[config.mk]
export PLATFORM = sky130hd
export DESIGN_NAME = bitmap_tag_allocator_core
export DESIGN_NICKNAME = d
export VERILOG_FILES = /design/src/hw/rtl/bta_pkg.sv /design/src/hw/rtl/bta_ctrl.sv /design/src/hw/rtl/bta_datapath.sv /design/src/hw/rtl/bitmap_tag_allocator_core.sv
export SDC_FILE = /design/constraint.sdc
export NUM_CORES = 2
export LEC_CHECK = 0
export ABC_AREA = 1
export BUFFER_PORTS_ARGS = -buffer_cell sky130_fd_sc_hd__buf_2
export CORE_UTILIZATION = 47
export DETAILED_ROUTE_END_ITERATION = 16
export SKIP_LAST_GASP = 1
export SYNTH_ARGS = -nofsm -noshare
export SYNTH_HDL_FRONTEND = slang
export SYNTH_SLANG_ARGS = --single-unit
[constraint.sdc]
create_clock -name clk -period 13.3 [get_ports clk]
set_clock_uncertainty 0.05 [all_clocks]
set_input_delay 1.995 -clock clk [delete_from_list [all_inputs] [get_ports clk]]
set_output_delay 1.995 -clock clk [all_outputs]
set_load 0.005 [all_outputs]
[src/hw/rtl/bta_pkg.sv]
// Shared types, constants and search functions for the bitmap tag allocator.
// Used by bta_ctrl, bta_datapath and bitmap_tag_allocator_core; no dependencies.
`default_nettype none
package bta_pkg;

  localparam int WORDS     = 64;
  localparam int WORD_BITS = 32;

  localparam int TAG_IN_W  = 11;
  localparam int TAG_OUT_W = 12;
  localparam int WIDX_W    = (WORDS > 1) ? $clog2(WORDS) : 1;
  localparam int OFS_W     = (WORD_BITS > 1) ? $clog2(WORD_BITS) : 1;

  localparam logic [TAG_IN_W-1:0] WB_TAG    = TAG_IN_W'(WORD_BITS);
  localparam logic [TAG_IN_W:0]   WORDS_TAG = (TAG_IN_W + 1)'(WORDS);

  localparam logic KIND_ALLOC = 1'b0;
  localparam logic KIND_FREE  = 1'b1;

  localparam logic STATUS_OK        = 1'b0;
  localparam logic STATUS_EXHAUSTED = 1'b1;

  typedef enum logic {
    ST_IDLE,
    ST_MODIFY
  } state_t;

  typedef struct packed {
    logic capture;
    logic commit;
  } ctrl_cmd_t;

  typedef struct packed {
    logic out_stall;
  } dp_stat_t;

  function automatic logic [WIDX_W-1:0] first_open_word(input logic [WORDS-1:0] full);
    logic [WIDX_W-1:0] idx;
    idx = '0;
    for (int i = WORDS - 1; i >= 0; i--) begin
      if (!full[i]) begin
        idx = WIDX_W'(i);
      end
    end
    return idx;
  endfunction

  function automatic logic [OFS_W-1:0] ms_zero_offset(input logic [WORD_BITS-1:0] w);
    logic [OFS_W-1:0] ofs;
    ofs = '0;
    for (int r = WORD_BITS - 1; r >= 0; r--) begin
      if (!w[WORD_BITS-1-r]) begin
        ofs = OFS_W'(r);
      end
    end
    return ofs;
  endfunction

endpackage
`default_nettype wire

[src/hw/rtl/bta_ctrl.sv]
// Controller state machine for the bitmap tag allocator.
// Depends on bta_pkg for the state type and command/status structs.
`default_nettype none
module bta_ctrl (
  input  wire logic                clk,
  input  wire logic                rst,
  input  wire logic                in_valid,
  output logic                     in_ready,
  input  wire bta_pkg::dp_stat_t   stat,
  output bta_pkg::ctrl_cmd_t       cmd
);

  bta_pkg::state_t state;
  bta_pkg::state_t state_next;

  always_ff @(posedge clk) begin
    if (rst) begin
      state <= bta_pkg::ST_IDLE;
    end else begin
      state <= state_next;
    end
  end

  always_comb begin
    state_next = state;
    case (state)
      bta_pkg::ST_IDLE: begin
        if (in_valid) begin
          state_next = bta_pkg::ST_MODIFY;
        end
      end
      bta_pkg::ST_MODIFY: begin
        if (!stat.out_stall) begin
          state_next = bta_pkg::ST_IDLE;
        end
      end
      default: state_next = bta_pkg::ST_IDLE;
    endcase
  end

  always_comb begin
    in_ready    = 1'b0;
    cmd.capture = 1'b0;
    cmd.commit  = 1'b0;
    case (state)
      bta_pkg::ST_IDLE: begin
        in_ready    = 1'b1;
        cmd.capture = in_valid;
      end
      bta_pkg::ST_MODIFY: begin
        cmd.commit = !stat.out_stall;
      end
      default: begin
        in_ready = 1'b0;
      end
    endcase
  end

endmodule
`default_nettype wire

[src/hw/rtl/bta_datapath.sv]
// Datapath: bitmap memory, per-word valid and full vectors, search and output register.
// Depends on bta_pkg; driven by bta_ctrl commands.
`default_nettype none
module bta_datapath (
  input  wire logic                                clk,
  input  wire logic                                rst,
  input  wire bta_pkg::ctrl_cmd_t                  cmd,
  output bta_pkg::dp_stat_t                        stat,
  input  wire logic                                in_kind,
  input  wire logic [bta_pkg::TAG_IN_W-1:0]        in_tag,
  output logic                                     out_valid,
  input  wire logic                                out_ready,
  output logic signed [bta_pkg::TAG_OUT_W-1:0]     out_tag,
  output logic                                     out_status
);

  logic [bta_pkg::WORD_BITS-1:0] mem [bta_pkg::WORDS];
  logic [bta_pkg::WORDS-1:0]     vld;
  logic [bta_pkg::WORDS-1:0]     full;

  logic                          kind_q;
  logic [bta_pkg::WIDX_W-1:0]    word_q;
  logic [bta_pkg::OFS_W-1:0]     ofs_q;
  logic                          exh_q;
  logic                          in_range_q;
  logic                          vld_q;
  logic [bta_pkg::WORD_BITS-1:0] rdata;

  logic [bta_pkg::TAG_IN_W-1:0]  tag_word;
  logic                          tag_in_range;
  logic [bta_pkg::WIDX_W-1:0]    addr;

  logic [bta_pkg::WORD_BITS-1:0] cur_word;
  logic [bta_pkg::OFS_W-1:0]     alloc_ofs;
  logic [bta_pkg::OFS_W-1:0]     sel_ofs;
  logic [bta_pkg::WORD_BITS-1:0] bit_mask;
  logic [bta_pkg::WORD_BITS-1:0] wdata;
  logic                          we;
  logic [31:0]                   tag_sum;

  assign tag_word     = in_tag / bta_pkg::WB_TAG;
  assign tag_in_range = {1'b0, tag_word} < bta_pkg::WORDS_TAG;
  assign addr = (in_kind == bta_pkg::KIND_FREE) ? tag_word[bta_pkg::WIDX_W-1:0]
                                                : bta_pkg::first_open_word(full);

  assign cur_word  = vld_q ? rdata : '0;
  assign alloc_ofs = bta_pkg::ms_zero_offset(cur_word);
  assign sel_ofs   = (kind_q == bta_pkg::KIND_FREE) ? ofs_q : alloc_ofs;
  assign bit_mask  = bta_pkg::WORD_BITS'(1)
                     << (bta_pkg::OFS_W'(bta_pkg::WORD_BITS - 1) - sel_ofs);
  assign wdata     = (kind_q == bta_pkg::KIND_FREE) ? (cur_word & ~bit_mask)
                                                    : (cur_word | bit_mask);
  assign we        = cmd.commit && ((kind_q == bta_pkg::KIND_FREE) ? in_range_q : !exh_q);
  assign tag_sum   = 32'(word_q) * 32'(bta_pkg::WORD_BITS) + 32'(alloc_ofs);

  assign stat.out_stall = out_valid && !out_ready;

  always_ff @(posedge clk) begin
    if (cmd.capture) begin
      kind_q     <= in_kind;
      word_q     <= addr;
      ofs_q      <= bta_pkg::OFS_W'(in_tag % bta_pkg::WB_TAG);
      exh_q      <= &full;
      in_range_q <= tag_in_range;
      vld_q      <= vld[addr];
      rdata      <= mem[addr];
    end
    if (we) begin
      mem[word_q] <= wdata;
    end
  end

  always_ff @(posedge clk) begin
    if (rst) begin
      vld  <= '0;
      full <= '0;
    end else if (we) begin
      vld[word_q]  <= 1'b1;
      full[word_q] <= &wdata;
    end
  end

  always_ff @(posedge clk) begin
    if (rst) begin
      out_valid <= 1'b0;
    end else if (cmd.commit) begin
      out_valid <= 1'b1;
    end else if (out_ready) begin
      out_valid <= 1'b0;
    end
  end

  always_ff @(posedge clk) begin
    if (cmd.commit) begin
      if (kind_q == bta_pkg::KIND_FREE) begin
        out_tag    <= '1;
        out_status <= bta_pkg::STATUS_OK;
      end else if (exh_q) begin
        out_tag    <= '1;
        out_status <= bta_pkg::STATUS_EXHAUSTED;
      end else begin
        out_tag    <= tag_sum[bta_pkg::TAG_OUT_W-1:0];
        out_status <= bta_pkg::STATUS_OK;
      end
    end
  end

  a_no_overwrite: assert property (@(posedge clk) disable iff (rst)
    cmd.commit |-> !(out_valid && !out_ready))
    else $error("result register overwritten while held");

  a_exhausted_flag: assert property (@(posedge clk) disable iff (rst)
    (cmd.capture && in_kind == bta_pkg::KIND_ALLOC && (&full)) |=> exh_q)
    else $error("exhausted flag missed with every word full");

  a_write_marks_valid: assert property (@(posedge clk) disable iff (rst)
    we |=> vld[$past(word_q)])
    else $error("written word not marked valid");

  a_exhausted_tag: assert property (@(posedge clk) disable iff (rst)
    (out_valid && out_status == bta_pkg::STATUS_EXHAUSTED) |-> (&out_tag))
    else $error("exhausted result carries a tag");

endmodule
`default_nettype wire

[src/hw/rtl/bitmap_tag_allocator_core.sv]
// Bitmap tag allocator top level: stream ports, controller and datapath.
// Depends on bta_pkg, bta_ctrl and bta_datapath.
// A request beat is captured into the input registers; its result is registered when the write-back commits.
// A new request is taken only in ST_IDLE, once the last one's search and memory read, then write-back, are done.
// A held result stalls the write-back, and with it the input, until it is taken.
// Reset clears the word valid and full flags at once; no clearing pass is run.
`default_nettype none
module bitmap_tag_allocator_core (
  input  wire logic        clk,
  input  wire logic        rst,
  input  wire logic        s_axis_tvalid,
  output logic             s_axis_tready,
  input  wire logic [15:0] s_axis_tdata,   // [10:0] freed_tag, [15:11] zero
  input  wire logic        s_axis_tuser,   // [0] kind
  output logic             m_axis_tvalid,
  input  wire logic        m_axis_tready,
  output logic [15:0]      m_axis_tdata,   // [11:0] granted_tag, [15:12] zero
  output logic             m_axis_tuser    // [0] status
);

  bta_pkg::ctrl_cmd_t cmd;
  bta_pkg::dp_stat_t  stat;
  logic signed [bta_pkg::TAG_OUT_W-1:0] granted_tag;

  bta_ctrl u_ctrl (
    .clk      (clk),
    .rst      (rst),
    .in_valid (s_axis_tvalid),
    .in_ready (s_axis_tready),
    .stat     (stat),
    .cmd      (cmd)
  );

  bta_datapath u_datapath (
    .clk        (clk),
    .rst        (rst),
    .cmd        (cmd),
    .stat       (stat),
    .in_kind    (s_axis_tuser),
    .in_tag     (s_axis_tdata[bta_pkg::TAG_IN_W-1:0]),
    .out_valid  (m_axis_tvalid),
    .out_ready  (m_axis_tready),
    .out_tag    (granted_tag),
    .out_status (m_axis_tuser)
  );

  assign m_axis_tdata = {{(16 - bta_pkg::TAG_OUT_W){1'b0}}, granted_tag};

endmodule
`default_nettype wire
==> results.toml <==
[timing]
timing.slew.headroom_pct = 22.5
worst_slack_ns = 4.86
rsz0062_at_grt = "no"
final_number_of_hold_violating_endpoints = 0
final_min_period_over_clock_period_pct = 63.5
final.min_clock_period_ns = 8.44
worst_pin_slew_ns = 1.16
setup_total_negative_slack_ns = 0
fmaxAchievable_ghz = 0.118
setup_violations = 0
timing.final.max_slew_violations = 0

[yosys]
synth_mux_area_share_pct = 0
synth_area_leader_cell = "edfxtp_1"
synth_simple_gate_area_share_pct = 24.9
proportion_of_synthesized_chip_area_in_sequential_cells_pct = 68.6
yosys_register_bits = 2237
main_area_contributors_after_synthesis = "edfxtp_1 66%, nand3_1 12%, nand2_1 11%, dfxtp_1 2.7%, inv_1 2.3%"
synthDominantCellAreaShare_pct = 65.9
synth_xor_area_share_pct = 0
synth.avg_cell_area_um2 = 10.6
synthesis.yosys.warnings = 0
synthesized_area_fraction_occupied_by_adder_cells_pct = 0
synth_cell_type_count = 35
synth-compound-area-share_pct = 1.15
post_synth_inst_count = 9099
main_combinational_cell_family_by_area_after_synthesis = "simple AND/OR/NAND/NOR gates"
mappedNetlistArea_um2 = 96000

[floorplan]
die-area_um2 = 206000
initial_core_util_pct = 47.4
boundaryPins = 40
die-width_um = 454
core.rowCount = 165
dieHeight_um = 454
design.core.area_um2 = 203000

[clock_tree]
clockRootBuffer = "clkbuf_16"
cts.hold.buffers_added = 0
tritoncts_clock_tree = "yes"
cts_resized = 0
clock_sink_count = 2237
clkSlewWorstSetupHoldPaths_ns = 0.06
clock_latency_ns = 0.86
cts_max_level = 4
cts.path.max_buffers = 3
cts_made_buffers = 221
post_cts.repair.setup_buffers = 0

[routing]
drt-met1-wl_um = 119000
wl_per_cell_um = 24.2
vias = 67700
routed-wl-met3_um = 24700
drt-vias-per-instance = 5.75
detail-route-antenna-nets = 0
drt-pass1-iter-count = 6
drt-initial-drc-count = 8949
dr.max_layer_used = "met4"
drc = 0
met2RoutedLength_um = 130000
postRouteWirelength_um = 285000

[placement]
dpl.hpwl_um = 134000
portBuffers = 30
place_ws_ns = 5.14
postPlaceCellArea_um2 = 99000
finalWeightedCongestion = 0.899

[grt]
global_route_wire_length_before_repair_um = 416000
grt_start_max_net_pins = 183
antenna_found_initial = 8
track_usage_pct = 27.3
number_of_global_route_vias_before_repair = 63300
grt_overflow_total = 0

[critical_path]
worst_ep_required_time_ns = 13.86
arrival_ns = 9.00
cp_slowest_stage_delay_ns = 0.78
critical_path_buf_inv_count = 4
crit_path_start_kind = "flip-flop"
path_max_fanout = 107
worstSetupEndpointType = "flip-flop"
critPathMostFrequentCell = "nand2_1"
worstSetupPathType = "flip-flop to flip-flop"
timing.critical_path.slowest_stage_cell = "buf_4"
critical_path.top_delay_family = "simple AND/OR/NAND/NOR gates"

[pwr]
p_per_area_nw_per_um2 = 143
leakage_power_summed_over_all_cells_nw = 40.6
irDropWorstVdd_mv = 0.128

[layout]
regArea_um2 = 65900
nets = 8928
filler_cell_count = 17400
area_of_all_placed_cells_without_fillers_um2 = 106000
share_of_cells_above_drive_strength_1_pct = 6.65
multiInputGateArea_um2 = 26000
signed_area_change_from_the_synthesized_netlist_to_the_final_layout_pct = 10.4
end_of_flow_core_utilization_pct = 52.4

[run_status]
run_status = "completed"

[job]
drv_cap = 0

[hold_path]
min-delay-path-class = "flip-flop to flip-flop"
area by class of cell:
type,count,area share (%)
clock inverters,112,0.972
diodes,4,0.00944
clock buffers,300,5.70
repair buffers,189,1.49
well taps,2672,3.15
multi-input cells,5674,24.5
flip-flops and latches,2237,62.1
inverters,584,2.09
tightest hold or removal path, cell delays in order (launching register included):
cell and delay, ns:
dfxtp_1 0.32, nor2_1 0.04, nor2_1 0.07
per-layer routing:
layer	vias up	global-route usage [%]
met5	-	0
met4	0	10.7
met3	526	3.61
met2	3101	42.6
met1	33200	38.8
li1	30900	-
flip-flops by register name (all words and copies together), names as in the netlist, 5 cells and up:
signal	cells
u_datapath.word_q	6
u_datapath.mem	2048
u_datapath.vld	64
u_datapath.out_tag	12
u_datapath.ofs_q	5
u_datapath.full	64
u_datapath.rdata	32
worst paths after layout:
path,startpoint,endpoint,slack (ns),cells after the start
worst max register to register,u_datapath.full[63],u_datapath.rdata[31],4.86,74
worst max-delay path,u_datapath.full[63],u_datapath.rdata[31],4.86,74
worst min-delay path,u_datapath.vld[1],u_datapath.vld[1],0.42,2
worst min register to register,u_datapath.vld[1],u_datapath.vld[1],0.42,2
report_power, final:
group          internal (mW)  leakage, nW  switching (mW)  total [mW]
Combinational          0.229         16.8           0.873        1.10
Clock                   3.53         3.46            2.64        6.17
Sequential              7.85         20.3          0.0196        7.87
Total                   11.6         40.6            3.53        15.1
cell usage after synthesis:
library cell,number
a31oi_1,6
nor4_1,4
dfxtp_1,130
nor2_1,281
nor3_1,13
nand2_1,2731
a21boi_0,4
clkinv_1,2
buf_2,148
a31o_2,1
inv_2,2
and3_1,1
conb_1,1
buf_6,43
a22oi_1,2
a21oi_1,101
clkbuf_1,292
buf_4,47
o311ai_0,1
nand3b_1,129
o21bai_1,1
a311oi_1,1
o31ai_1,1
or2_2,1
o211ai_1,1
nand2_2,2
inv_1,580
o21ai_0,89
a211oi_1,1
nand3_1,2273
nand4_1,23
buf_1,77
edfxtp_1,2107
o2111ai_1,1
o21ai_1,2
kinds of logic after synthesis:
kind of cell           after synthesis
other                                1
buffers and inverters             1191
AO/OA/AOI/OAI                      212
flip-flops                        2237
AND/OR/NAND/NOR                   5458
layout by cell type (no fill, tap or decap), types with 4 or more instances in the layout:
| cell type | synthesis | layout |
|---|---|---|
| nand2_1 | 2731 | 2727 |
| nand3_1 | 2273 | 2273 |
| edfxtp_1 | 2107 | 2107 |
| inv_1 | 580 | 577 |
| clkbuf_16 | 0 | 227 |
| nor2_1 | 281 | 216 |
| buf_4 | 47 | 140 |
| dfxtp_1 | 130 | 130 |
| nand3b_1 | 129 | 129 |
| a21oi_1 | 101 | 84 |
| o21ai_0 | 89 | 77 |
| nor2_4 | 0 | 65 |
| clkbuf_1 | 292 | 64 |
| clkinv_1 | 2 | 46 |
| clkinv_2 | 0 | 37 |
| buf_2 | 148 | 30 |
| nand4_1 | 23 | 23 |
| bufinv_16 | 0 | 19 |
| buf_12 | 0 | 19 |
| a21oi_4 | 0 | 17 |
| nor3_1 | 13 | 13 |
| o21ai_4 | 0 | 12 |
| clkbuf_8 | 0 | 9 |
| inv_6 | 0 | 5 |
| diode_2 | 0 | 4 |
| a21boi_0 | 4 | 4 |
| nor4_1 | 4 | 4 |
| conb_1 | 1 | 4 |
| clkinvlp_4 | 0 | 4 |
through the flow:
step / hold slack [ns] / power, mW / instances
global route: 0.440 / 15.6 / 11800
detailed placement: 0.409 / 9.11 / 11400
CTS: 0.422 / 15.2 / 11800
global placement: 0.392 / 9.09 / 11400
finish: 0.416 / 15.1 / 11800
floorplan: 0.381 / 8.67 / 9102
No activity file was read; power rests on OpenSTA's default activity.
